--- src/rtl/assert_macros.svh ---
// Assertion macros shared by the RTL modules of the cipher round.
// Depends on nothing; included by modules that carry assertions.
`ifndef ASSERT_MACROS_SVH
`define ASSERT_MACROS_SVH

// Same-cycle implication, disabled while reset is held.
`define ASSERT_IMPL(label, clk, rst_n, ante, cons) \
    label: assert property (@(posedge clk) disable iff (!(rst_n)) (ante) |-> (cons)) \
        else $error("same-cycle check failed");

// Next-cycle implication, disabled while reset is held.
`define ASSERT_NEXT(label, clk, rst_n, ante, cons) \
    label: assert property (@(posedge clk) disable iff (!(rst_n)) (ante) |=> (cons)) \
        else $error("next-cycle check failed");

`endif

--- src/rtl/idea_pkg.sv ---
// Shared types and modular arithmetic helpers for the cipher round pipeline.
// Depends on nothing; imported by every module of the block.
`timescale 1ns / 1ps

package idea_pkg;

    localparam int WORD_W = 16;

    typedef logic [WORD_W-1:0] word_t;

    // Multiplier half-result: raw product plus what the zero-operand case needs.
    typedef struct packed {
        logic [2*WORD_W-1:0] prod;
        logic                zero;   // an operand stood for 65536
        word_t               other;  // the operand that is not that one
    } mul_t;

    typedef struct packed {
        word_t       a;
        word_t       b;
        word_t       c;
        word_t       d;
        logic [63:0] keys_front;
        logic [31:0] keys_mix;
        logic [63:0] keys_out;
        logic        fin;
    } blk_in_t;

    // After stage 1: first-layer products and sums.
    typedef struct packed {
        mul_t        m0;
        word_t       y1;
        word_t       y2;
        mul_t        m3;
        logic [31:0] keys_mix;
        logic [63:0] keys_out;
        logic        fin;
    } st1_t;

    // After stage 2: first layer reduced, product with subkey five started.
    typedef struct packed {
        word_t       y0;
        word_t       y1;
        word_t       y2;
        word_t       y3;
        mul_t        ms;
        word_t       k6;
        logic [63:0] keys_out;
        logic        fin;
    } st2_t;

    // After stage 3: s known, product with subkey six started.
    typedef struct packed {
        word_t       y0;
        word_t       y1;
        word_t       y2;
        word_t       y3;
        word_t       s;
        mul_t        mt;
        logic [63:0] keys_out;
        logic        fin;
    } st3_t;

    // After stage 4: mixed words plus output transform products.
    typedef struct packed {
        word_t w0;
        word_t w1;
        word_t w2;
        word_t w3;
        mul_t  m0;
        word_t v1;
        word_t v2;
        mul_t  m3;
        logic  fin;
    } st4_t;

    // Start a multiply modulo 65537; word 0 stands for 65536.
    function automatic mul_t mul_start(input word_t x, input word_t y);
        mul_t r;
        r.prod  = {{WORD_W{1'b0}}, x} * {{WORD_W{1'b0}}, y};
        r.zero  = (x == '0) || (y == '0);
        r.other = (x == '0) ? y : x;
        return r;
    endfunction

    // Finish the multiply: low half minus high half, with end-around fix.
    function automatic word_t mul_finish(input mul_t m);
        word_t lo;
        word_t hi;
        word_t r;
        lo = m.prod[WORD_W-1:0];
        hi = m.prod[2*WORD_W-1:WORD_W];
        if (m.zero) begin
            r = word_t'(1) - m.other;
        end else begin
            r = lo - hi + {{(WORD_W-1){1'b0}}, (lo < hi)};
        end
        return r;
    endfunction

endpackage

--- src/rtl/idea_front.sv ---
// Stages 1 and 2: key layer on the four words and start of the mixing product.
// Depends on idea_pkg and assert_macros.svh.
`timescale 1ns / 1ps
`include "assert_macros.svh"

module idea_front
    import idea_pkg::*;
(
    input  logic    aclk,
    input  logic    aresetn,
    input  logic    in_valid,
    output logic    in_ready,
    input  blk_in_t in_data,
    output logic    out_valid,
    input  logic    out_ready,
    output st2_t    out_data
);

    logic st1_valid_reg;
    logic st2_valid_reg;
    st1_t st1_reg;
    st1_t st1_next;
    st2_t st2_reg;
    st2_t st2_next;
    logic st1_ready;
    logic st2_ready;

    assign st2_ready = !st2_valid_reg || out_ready;
    assign st1_ready = !st1_valid_reg || st2_ready;
    assign in_ready  = st1_ready;
    assign out_valid = st2_valid_reg;
    assign out_data  = st2_reg;

    always_comb begin
        st1_next.m0       = mul_start(in_data.a, in_data.keys_front[63:48]);
        st1_next.y1       = in_data.b + in_data.keys_front[47:32];
        st1_next.y2       = in_data.c + in_data.keys_front[31:16];
        st1_next.m3       = mul_start(in_data.d, in_data.keys_front[15:0]);
        st1_next.keys_mix = in_data.keys_mix;
        st1_next.keys_out = in_data.keys_out;
        st1_next.fin      = in_data.fin;
    end

    always_comb begin
        st2_next.y0       = mul_finish(st1_reg.m0);
        st2_next.y1       = st1_reg.y1;
        st2_next.y2       = st1_reg.y2;
        st2_next.y3       = mul_finish(st1_reg.m3);
        st2_next.ms       = mul_start(st2_next.y0 ^ st2_next.y2, st1_reg.keys_mix[31:16]);
        st2_next.k6       = st1_reg.keys_mix[15:0];
        st2_next.keys_out = st1_reg.keys_out;
        st2_next.fin      = st1_reg.fin;
    end

    always_ff @(posedge aclk) begin
        if (!aresetn) begin
            st1_valid_reg <= 1'b0;
            st2_valid_reg <= 1'b0;
        end else begin
            if (st1_ready) begin
                st1_valid_reg <= in_valid;
            end
            if (st2_ready) begin
                st2_valid_reg <= st1_valid_reg;
            end
        end
    end

    always_ff @(posedge aclk) begin
        if (st1_ready && in_valid) begin
            st1_reg <= st1_next;
        end
        if (st2_ready && st1_valid_reg) begin
            st2_reg <= st2_next;
        end
    end

    // Back pressure only reaches the input once both stages are full.
    `ASSERT_IMPL(a_full_when_blocked, aclk, aresetn, !in_ready, st1_valid_reg && st2_valid_reg)
    // A stalled item in stage 2 holds its contents.
    `ASSERT_NEXT(a_st2_hold, aclk, aresetn, st2_valid_reg && !out_ready,
                 st2_valid_reg && $stable(st2_reg))
    // An accepted request always lands in stage 1.
    `ASSERT_NEXT(a_st1_load, aclk, aresetn, in_valid && in_ready, st1_valid_reg)

endmodule

--- src/rtl/idea_mix.sv ---
// Stages 3 and 4: multiply-add mixing step and start of the output transform.
// Depends on idea_pkg and assert_macros.svh.
`timescale 1ns / 1ps
`include "assert_macros.svh"

module idea_mix
    import idea_pkg::*;
(
    input  logic aclk,
    input  logic aresetn,
    input  logic in_valid,
    output logic in_ready,
    input  st2_t in_data,
    output logic out_valid,
    input  logic out_ready,
    output st4_t out_data
);

    logic  st3_valid_reg;
    logic  st4_valid_reg;
    st3_t  st3_reg;
    st3_t  st3_next;
    st4_t  st4_reg;
    st4_t  st4_next;
    logic  st3_ready;
    logic  st4_ready;
    word_t s_val;
    word_t t_val;
    word_t s_sum;

    assign st4_ready = !st4_valid_reg || out_ready;
    assign st3_ready = !st3_valid_reg || st4_ready;
    assign in_ready  = st3_ready;
    assign out_valid = st4_valid_reg;
    assign out_data  = st4_reg;

    always_comb begin
        s_val             = mul_finish(in_data.ms);
        st3_next.y0       = in_data.y0;
        st3_next.y1       = in_data.y1;
        st3_next.y2       = in_data.y2;
        st3_next.y3       = in_data.y3;
        st3_next.s        = s_val;
        st3_next.mt       = mul_start((in_data.y1 ^ in_data.y3) + s_val, in_data.k6);
        st3_next.keys_out = in_data.keys_out;
        st3_next.fin      = in_data.fin;
    end

    always_comb begin
        t_val       = mul_finish(st3_reg.mt);
        s_sum       = st3_reg.s + t_val;
        st4_next.w0 = st3_reg.y0 ^ t_val;
        st4_next.w1 = st3_reg.y1 ^ s_sum;
        st4_next.w2 = st3_reg.y2 ^ t_val;
        st4_next.w3 = st3_reg.y3 ^ s_sum;
        st4_next.m0 = mul_start(st4_next.w0, st3_reg.keys_out[63:48]);
        st4_next.v1 = st4_next.w1 + st3_reg.keys_out[47:32];
        st4_next.v2 = st4_next.w2 + st3_reg.keys_out[31:16];
        st4_next.m3 = mul_start(st4_next.w3, st3_reg.keys_out[15:0]);
        st4_next.fin = st3_reg.fin;
    end

    always_ff @(posedge aclk) begin
        if (!aresetn) begin
            st3_valid_reg <= 1'b0;
            st4_valid_reg <= 1'b0;
        end else begin
            if (st3_ready) begin
                st3_valid_reg <= in_valid;
            end
            if (st4_ready) begin
                st4_valid_reg <= st3_valid_reg;
            end
        end
    end

    always_ff @(posedge aclk) begin
        if (st3_ready && in_valid) begin
            st3_reg <= st3_next;
        end
        if (st4_ready && st3_valid_reg) begin
            st4_reg <= st4_next;
        end
    end

    `ASSERT_IMPL(a_full_when_blocked, aclk, aresetn, !in_ready, st3_valid_reg && st4_valid_reg)
    `ASSERT_NEXT(a_st4_hold, aclk, aresetn, st4_valid_reg && !out_ready,
                 st4_valid_reg && $stable(st4_reg))
    `ASSERT_NEXT(a_st3_load, aclk, aresetn, in_valid && in_ready, st3_valid_reg)

endmodule

--- src/rtl/idea_out.sv ---
// Stage 5: finish the output transform or swap, and hold the result register.
// Depends on idea_pkg.
`timescale 1ns / 1ps

module idea_out
    import idea_pkg::*;
(
    input  logic  aclk,
    input  logic  aresetn,
    input  logic  in_valid,
    output logic  in_ready,
    input  st4_t  in_data,
    output logic  out_valid,
    input  logic  out_ready,
    output word_t out_a,
    output word_t out_b,
    output word_t out_c,
    output word_t out_d
);

    logic  res_valid_reg;
    word_t res_a_reg;
    word_t res_b_reg;
    word_t res_c_reg;
    word_t res_d_reg;
    word_t res_a_next;
    word_t res_b_next;
    word_t res_c_next;
    word_t res_d_next;
    logic  res_ready;

    assign res_ready = !res_valid_reg || out_ready;
    assign in_ready  = res_ready;
    assign out_valid = res_valid_reg;
    assign out_a     = res_a_reg;
    assign out_b     = res_b_reg;
    assign out_c     = res_c_reg;
    assign out_d     = res_d_reg;

    always_comb begin
        if (in_data.fin) begin
            res_a_next = mul_finish(in_data.m0);
            res_b_next = in_data.v1;
            res_c_next = in_data.v2;
            res_d_next = mul_finish(in_data.m3);
        end else begin
            // normal round: swap the middle words
            res_a_next = in_data.w0;
            res_b_next = in_data.w2;
            res_c_next = in_data.w1;
            res_d_next = in_data.w3;
        end
    end

    always_ff @(posedge aclk) begin
        if (!aresetn) begin
            res_valid_reg <= 1'b0;
        end else if (res_ready) begin
            res_valid_reg <= in_valid;
        end
    end

    always_ff @(posedge aclk) begin
        if (res_ready && in_valid) begin
            res_a_reg <= res_a_next;
            res_b_reg <= res_b_next;
            res_c_reg <= res_c_next;
            res_d_reg <= res_d_next;
        end
    end

endmodule

--- src/rtl/idea_round.sv ---
// One IDEA cipher round as a five-stage stream pipeline: one block per clock while
// m_tready holds, with the stages following the chain of four dependent
// modulo-65537 multiplies, each split into a 16x16 product stage and a
// reduction that feeds the next product. A request carries the four data words
// and all ten subkeys; final_round on s_tuser applies the output transform
// with subkeys seven to ten instead of the middle-word swap. Zero stands for
// 65536 in every multiply, so zero times zero yields one. There is no stored
// state and no configuration; every stage has a valid bit and its own ready,
// so stalls on m_tready hold data in place and bubbles close up behind them.
// Depends on idea_pkg, idea_front, idea_mix and idea_out.
`timescale 1ns / 1ps

module idea_round
    import idea_pkg::*;
(
    input  logic         aclk,
    input  logic         aresetn,
    // request channel
    input  logic         s_tvalid,
    output logic         s_tready,
    // word_a, word_b, word_c, word_d, subkeys_front, subkeys_mix, subkeys_output
    input  logic [223:0] s_tdata,
    // final_round
    input  logic         s_tuser,
    // result channel
    output logic         m_tvalid,
    input  logic         m_tready,
    // out_a, out_b, out_c, out_d
    output logic [63:0]  m_tdata
);

    blk_in_t req;
    st2_t    front_data;
    logic    front_valid;
    logic    mix_ready;
    st4_t    mix_data;
    logic    mix_valid;
    logic    out_ready_int;

    // Unpack the request: fields sit from the lowest bit up.
    always_comb begin
        req.a          = s_tdata[15:0];
        req.b          = s_tdata[31:16];
        req.c          = s_tdata[47:32];
        req.d          = s_tdata[63:48];
        req.keys_front = s_tdata[127:64];
        req.keys_mix   = s_tdata[159:128];
        req.keys_out   = s_tdata[223:160];
        req.fin        = s_tuser;
    end

    // Stages 1-2: key layer, then start the subkey-five product.
    idea_front u_front (
        .aclk      (aclk),
        .aresetn   (aresetn),
        .in_valid  (s_tvalid),
        .in_ready  (s_tready),
        .in_data   (req),
        .out_valid (front_valid),
        .out_ready (mix_ready),
        .out_data  (front_data)
    );

    // Stages 3-4: finish the multiply-add structure, start output products.
    idea_mix u_mix (
        .aclk      (aclk),
        .aresetn   (aresetn),
        .in_valid  (front_valid),
        .in_ready  (mix_ready),
        .in_data   (front_data),
        .out_valid (mix_valid),
        .out_ready (out_ready_int),
        .out_data  (mix_data)
    );

    // Stage 5: select transform or swap, hold the result until taken.
    idea_out u_out (
        .aclk      (aclk),
        .aresetn   (aresetn),
        .in_valid  (mix_valid),
        .in_ready  (out_ready_int),
        .in_data   (mix_data),
        .out_valid (m_tvalid),
        .out_ready (m_tready),
        .out_a     (m_tdata[15:0]),
        .out_b     (m_tdata[31:16]),
        .out_c     (m_tdata[47:32]),
        .out_d     (m_tdata[63:48])
    );

endmodule

--- config.mk ---
export PLATFORM = sky130hd
export DESIGN_NAME = idea_round
export DESIGN_NICKNAME = d
export VERILOG_FILES = /design/src/rtl/idea_pkg.sv /design/src/rtl/idea_front.sv /design/src/rtl/idea_mix.sv /design/src/rtl/idea_out.sv /design/src/rtl/idea_round.sv
export VERILOG_INCLUDE_DIRS = /design/src /design/src/rtl
export SDC_FILE = /design/constraint.sdc
export NUM_CORES = 2
export LEC_CHECK = 0
export ABC_CLOCK_PERIOD_IN_PS = 14690
export BUFFER_PORTS_ARGS = -buffer_cell sky130_fd_sc_hd__buf_2
export CORE_ASPECT_RATIO = 0.7
export CORE_UTILIZATION = 40
export CTS_CLUSTER_SIZE = 24
export DETAILED_ROUTE_END_ITERATION = 7
export PLACE_DENSITY = 0.57
export SLEW_MARGIN = 30
export SYNTH_ARGS = -nofsm -noshare
export SYNTH_HDL_FRONTEND = slang
export SYNTH_HIERARCHICAL = 1
export SYNTH_SLANG_ARGS = --single-unit
--- constraint.sdc ---
create_clock -name aclk -period 14.69 [get_ports aclk]
set_input_delay 1.469 -clock aclk [delete_from_list [all_inputs] [get_ports aclk]]
set_output_delay 1.469 -clock aclk [all_outputs]
set_load 0.005 [all_outputs]
Word-level counts from Yosys, hierarchy flattened

Cells that the tools add are included.

Flip-flop bits (word level): 879
Bits in latches: 0
RAM bits: 0
ROM bits: 0
Input port bits: 229
Output and inout bits: 66
Logic and storage cells: 144
Memories kept: 0

Add/sub/neg operators: 24
Multipliers: 6
Div/mod/pow operators: 0
Magnitude comparators: 6
Equal/unequal tests: 0
Shift operators: 0
Mux-type cells: 16
Bitwise operators: 6
Reduce and logical (&&, ||, !) cells: 33

Operators with widths:

| operator                                           | number |
|---|---|
| 2-to-1 mux 16 bit                                  | 16 |
| logical NOT 16 bit                                 | 12 |
| multiplier 16 x 16 -> 32 bit                       | 6 |
| adder 16 x 1 -> 16 bit                             | 6 |
| adder 16 bit                                       | 6 |
| less-than comparator 16 bit                        | 6 |
| subtractor 1 x 16 -> 16 bit (first input constant) | 6 |
| subtractor 16 bit                                  | 6 |
| bitwise XOR 16 bit                                 | 6 |
| logical OR 1 bit                                   | 11 |
| logical AND 1 bit                                  | 5 |
| logical NOT 1 bit                                  | 5 |

Depth between registers and ports, before layout

Depth after elaboration: 7
Depth in mapped cells: 55
Depth with buffers taken out: 53

By module

The synthesis kept the hierarchy.

Modules (own cells, without submodules):

| module     | times used | cells each | area an instance (µm²) | seq. area each (µm²) |
|---|---|---|---|---|
| idea_mix   | 1          | 4,447      | 45,292.2               | 11,721.2 |
| idea_front | 1          | 4,260      | 44,097.3               | 12,682.2 |
| idea_out   | 1          | 574        | 5,769.3                | 1,941.9 |

Least setup slack after synthesis

Ideal clock, no wire load.

Path type: flip-flop to flip-flop
Start: register u_mix/st3_reg[82] (netlist bit)
End: register u_mix.st4_reg (netlist bit u_mix/out_data[48]) (data pin)
Setup time: 0.261 ns
Arrival time: 11.087 ns
Required time: 14.429 ns
Setup slack: 3.342 ns
Cell stages (with the launch flop): 52
Buffers on the path: 2
Clock period less this slack: 11.348 ns
Cell sequence: edfxtp_1 > inv_1 > ha_1 > inv_1 > fa_1 > a31oi_1 > o21bai_1 > a31oi_1 > o21ai_0 > a31oi_1 > o21bai_1 > a31oi_1 > ha_1 > inv_1 > fa_1 > nor2b_1 > o21a_1 > o21ai_0 > [16 not listed] > inv_1 > fa_1 > fa_1 > fa_1 > inv_1 > fa_1 > inv_1 > ha_1 > a21o_1 > a21o_1 > a21o_1 > a21o_1 > a21oi_1 > o21ai_0 > a21oi_1 > a21oi_1 > or4_1 > o311a_1

RTL lines:

| element                  | RTL line       | RTL |
|---|---|---|
| start: declaration       | idea_mix.sv:21 | `st3_t st3_reg;` |
| start signal: assignment | idea_mix.sv:79 | `st3_reg <= st3_next;` |
| end signal: assignment   | idea_mix.sv:82 | `st4_reg <= st4_next;` |
| end: declaration         | idea_mix.sv:23 | `st4_t st4_reg;` |

==> results by group <==
Timing
  – Slew margin rel.: 32.1%
  – FMAX: 78.9 MHz
  – Setup TNS: 0 ps
  – Final Hold Vio Count: 0
  – Slew Viols, Final: 0
  – RSZ-0062 raised after global routing: no
  – Min cycle time layout: 12680 ps
  – Worst-Margin Slew: 1020 ps
  – Tcrit/Tclk final: 86.3%
  – Setup-failing EPs final: 0
  – Worst Skew: 86.2 ps

Cells and area
  – Most frequent cells in the layout: inv_1, fa_1, nand2_1, ha_1, edfxtp_1
  – Max reg flops: 227
  – Most common cell after layout, fill and taps aside: inv_1
  – Final #Nets: 11.8k
  – Share of layout cells above drive strength 1: 7.29%
  – Area delta synth->final: 8.58%

Floorplan
  – Starting density of the core: 40.3%
  – Die area: 0.240 sq mm
  – Die W: 585 um
  – Core ar.: 0.236 sq mm
  – Die span in y: 410 um
  – # IOs: 295
  – Row count: 149

Run status
  – Run status: completed

GRT
  – Largest net degree at the start of global routing: 155
  – GRT Overall Usage: 21.9%
  – Vias in the first global route: 69.0k
  – Grt ovf: 0
  – Initial antenna violation count: 16
  – First-pass GRT wire length: 407000 um

Detailed routing
  – DR iter-0 viols: 5180
  – TritonRoute pass-1 iters: 6
  – DR DRC count: 0
  – Via density: 5.27
  – Final WL: 263000 um
  – Final antenna-violating net count: 0
  – Wire per inst: 20.7 um
  – Total number of vias: 66.8k

Run
  – Max cap viols: 0

Clock network
  – Postcts setup bufs: 0
  – Total CTS buffers: 94
  – CTS Hold Bufs: 0
  – TritonCTS clock tree: done
  – Clock slew at reported path FFs: 70 ps
  – Clk root buf: clkbuf_16
  – H-tree depth: 3
  – CTS Sinks: 879
  – Clock latency at the later pin of the worst-skew pair: 750 ps
  – Cts repair resizes: 0
  – Max Root-Sink Buffers: 3

Yosys
  – FFs w/ async S/R, synth: 0%
  – Yosys top cell by area: edfxtp_1
  – Cells after synthesis: 9281
  – Most used DFF post-synth: edfxtp_1
  – Sequential share of the synthesized area: 27.7%
  – Most area-consuming cells after synthesis: edfxtp_1, fa_1, ha_1, inv_1, nand2_1
  – Yosys warns: 6
  – Yosys top cell area share: 27.6%
  – Yosys reg bits: 879
  – Syn Nets: 11.6k
  – Yosys cell types: 122
  – Syn_area_per_cell: 10.3 sq um
  – Syn Std Cell Area: 0.0952 sq mm
  – Post-synth EDFFs: 874

Placed design
  – GP Congestion: 0.903
  – IO buf count: 294
  – Post-DP HPWL: 204000 um

Worst hold path
  – Worst Hold Class: reg -> reg

Setup path
  – Max incr delay on CP: 580 ps
  – Worst-path maximum fanout: 20
  – Crit-path most repeated cell: fa_1
  – Data required, critical path: 15160 ps
  – CP arrival: 13150 ps
  – Startpoint types: flop
  – Setup CP Type: reg -> reg
  – CP max-delay cell: o31ai_1
  – Crit end category: flop
==> logic make-up after synthesis <==
kind of cell,share of synthesized area (%)
XOR/XNOR,3.97
multiplexers,0.717
AND/OR/NAND/NOR,14.0
buffers and inverters,7.92
AO/OA/AOI/OAI,8.13
flip-flops,27.7
adder cells (fa/ha/maj),37.6
==> area by class of cell <==
cell class	count	area [sq um]
Tap cell	3171	3970
Antenna cell	2	5.00
Clock buffer	112	2480
Fill cell	22400	133000
Sequential cell	879	26300
Timing Repair Buffer	384	2220
Multi-Input combinational cell	6426	61500
Clock inverter	64	706
Inverter	1633	6130
==> cells in the mapped netlist (22+ instances only) <==
master and number:
inv_1 1630, fa_1 1219, nand2_1 1093, ha_1 906
edfxtp_1 874, and2_1 578, nor2_1 345, clkbuf_1 305
a21oi_1 265, xnor2_1 264, o21ai_0 173, a21o_1 160
xor2_1 141, nor3_1 133, nand3_1 84, o21bai_1 79
nor4_1 67, a31oi_1 64, nor2b_1 64, nand2b_1 62
a211oi_1 55, o21a_1 51, or3_1 45, mux2_2 41
and3_1 36, nand4_1 31, o211ai_1 30, nor3b_1 26
o31ai_1 25, mux2i_1 22, or4_1 22
==> worst max-delay path, delay by kind of cell (launching register included) <==
family | cells | cell delay [ps]
simple gates | 8 | 1770
buf+inv | 7 | 880
compound gates | 20 | 4020
xor+xnor | 2 | 400
fa+ha+maj | 12 | 4940
flops | 1 | 350
==> worst paths after layout <==
| path | from | endpoint | slack [ps] | cells after the start |
|---|---|---|---|---|
| setup reg to reg | u_mix/st3_reg[82]$_DFFE_PP_ | u_mix/out_data[48]$_DFFE_PP_ | 2010 | 49 |
| setup / recovery | u_mix/st3_reg[82]$_DFFE_PP_ | u_mix/out_data[48]$_DFFE_PP_ | 2010 | 49 |
| hold / removal | u_front/out_data[188]$_DFFE_PP_ | u_mix/st3_reg[188]$_DFFE_PP_ | 400 | 0 |
| hold reg to reg | u_front/out_data[188]$_DFFE_PP_ | u_mix/st3_reg[188]$_DFFE_PP_ | 400 | 0 |
==> stage by stage <==
step	hold WS (ps)	setup WS [ps]	area [sq um]	utilization [%]	instances
after floorplan	400	3340	95200	-	9281
after global placement	402	2180	100000	42.4	12500
after detailed placement	405	1940	100000	42.4	12500
after CTS	392	1930	103000	43.7	12700
after global routing	413	1180	103000	43.8	12700
final	395	2010	103000	43.8	12700
==> routing by layer <==
layer,track usage (%),up-vias,routed length [um]
met3,3.12,297,16600
met5,0,-,13
met1,33.3,33900,128000
met2,33.1,2073,113000
met4,4.44,2,5100
li1,-,30600,-
Power is left out: the tool's default activity adds up to more than one toggle a clock period on the data nets, which glitch-free logic cannot reach.
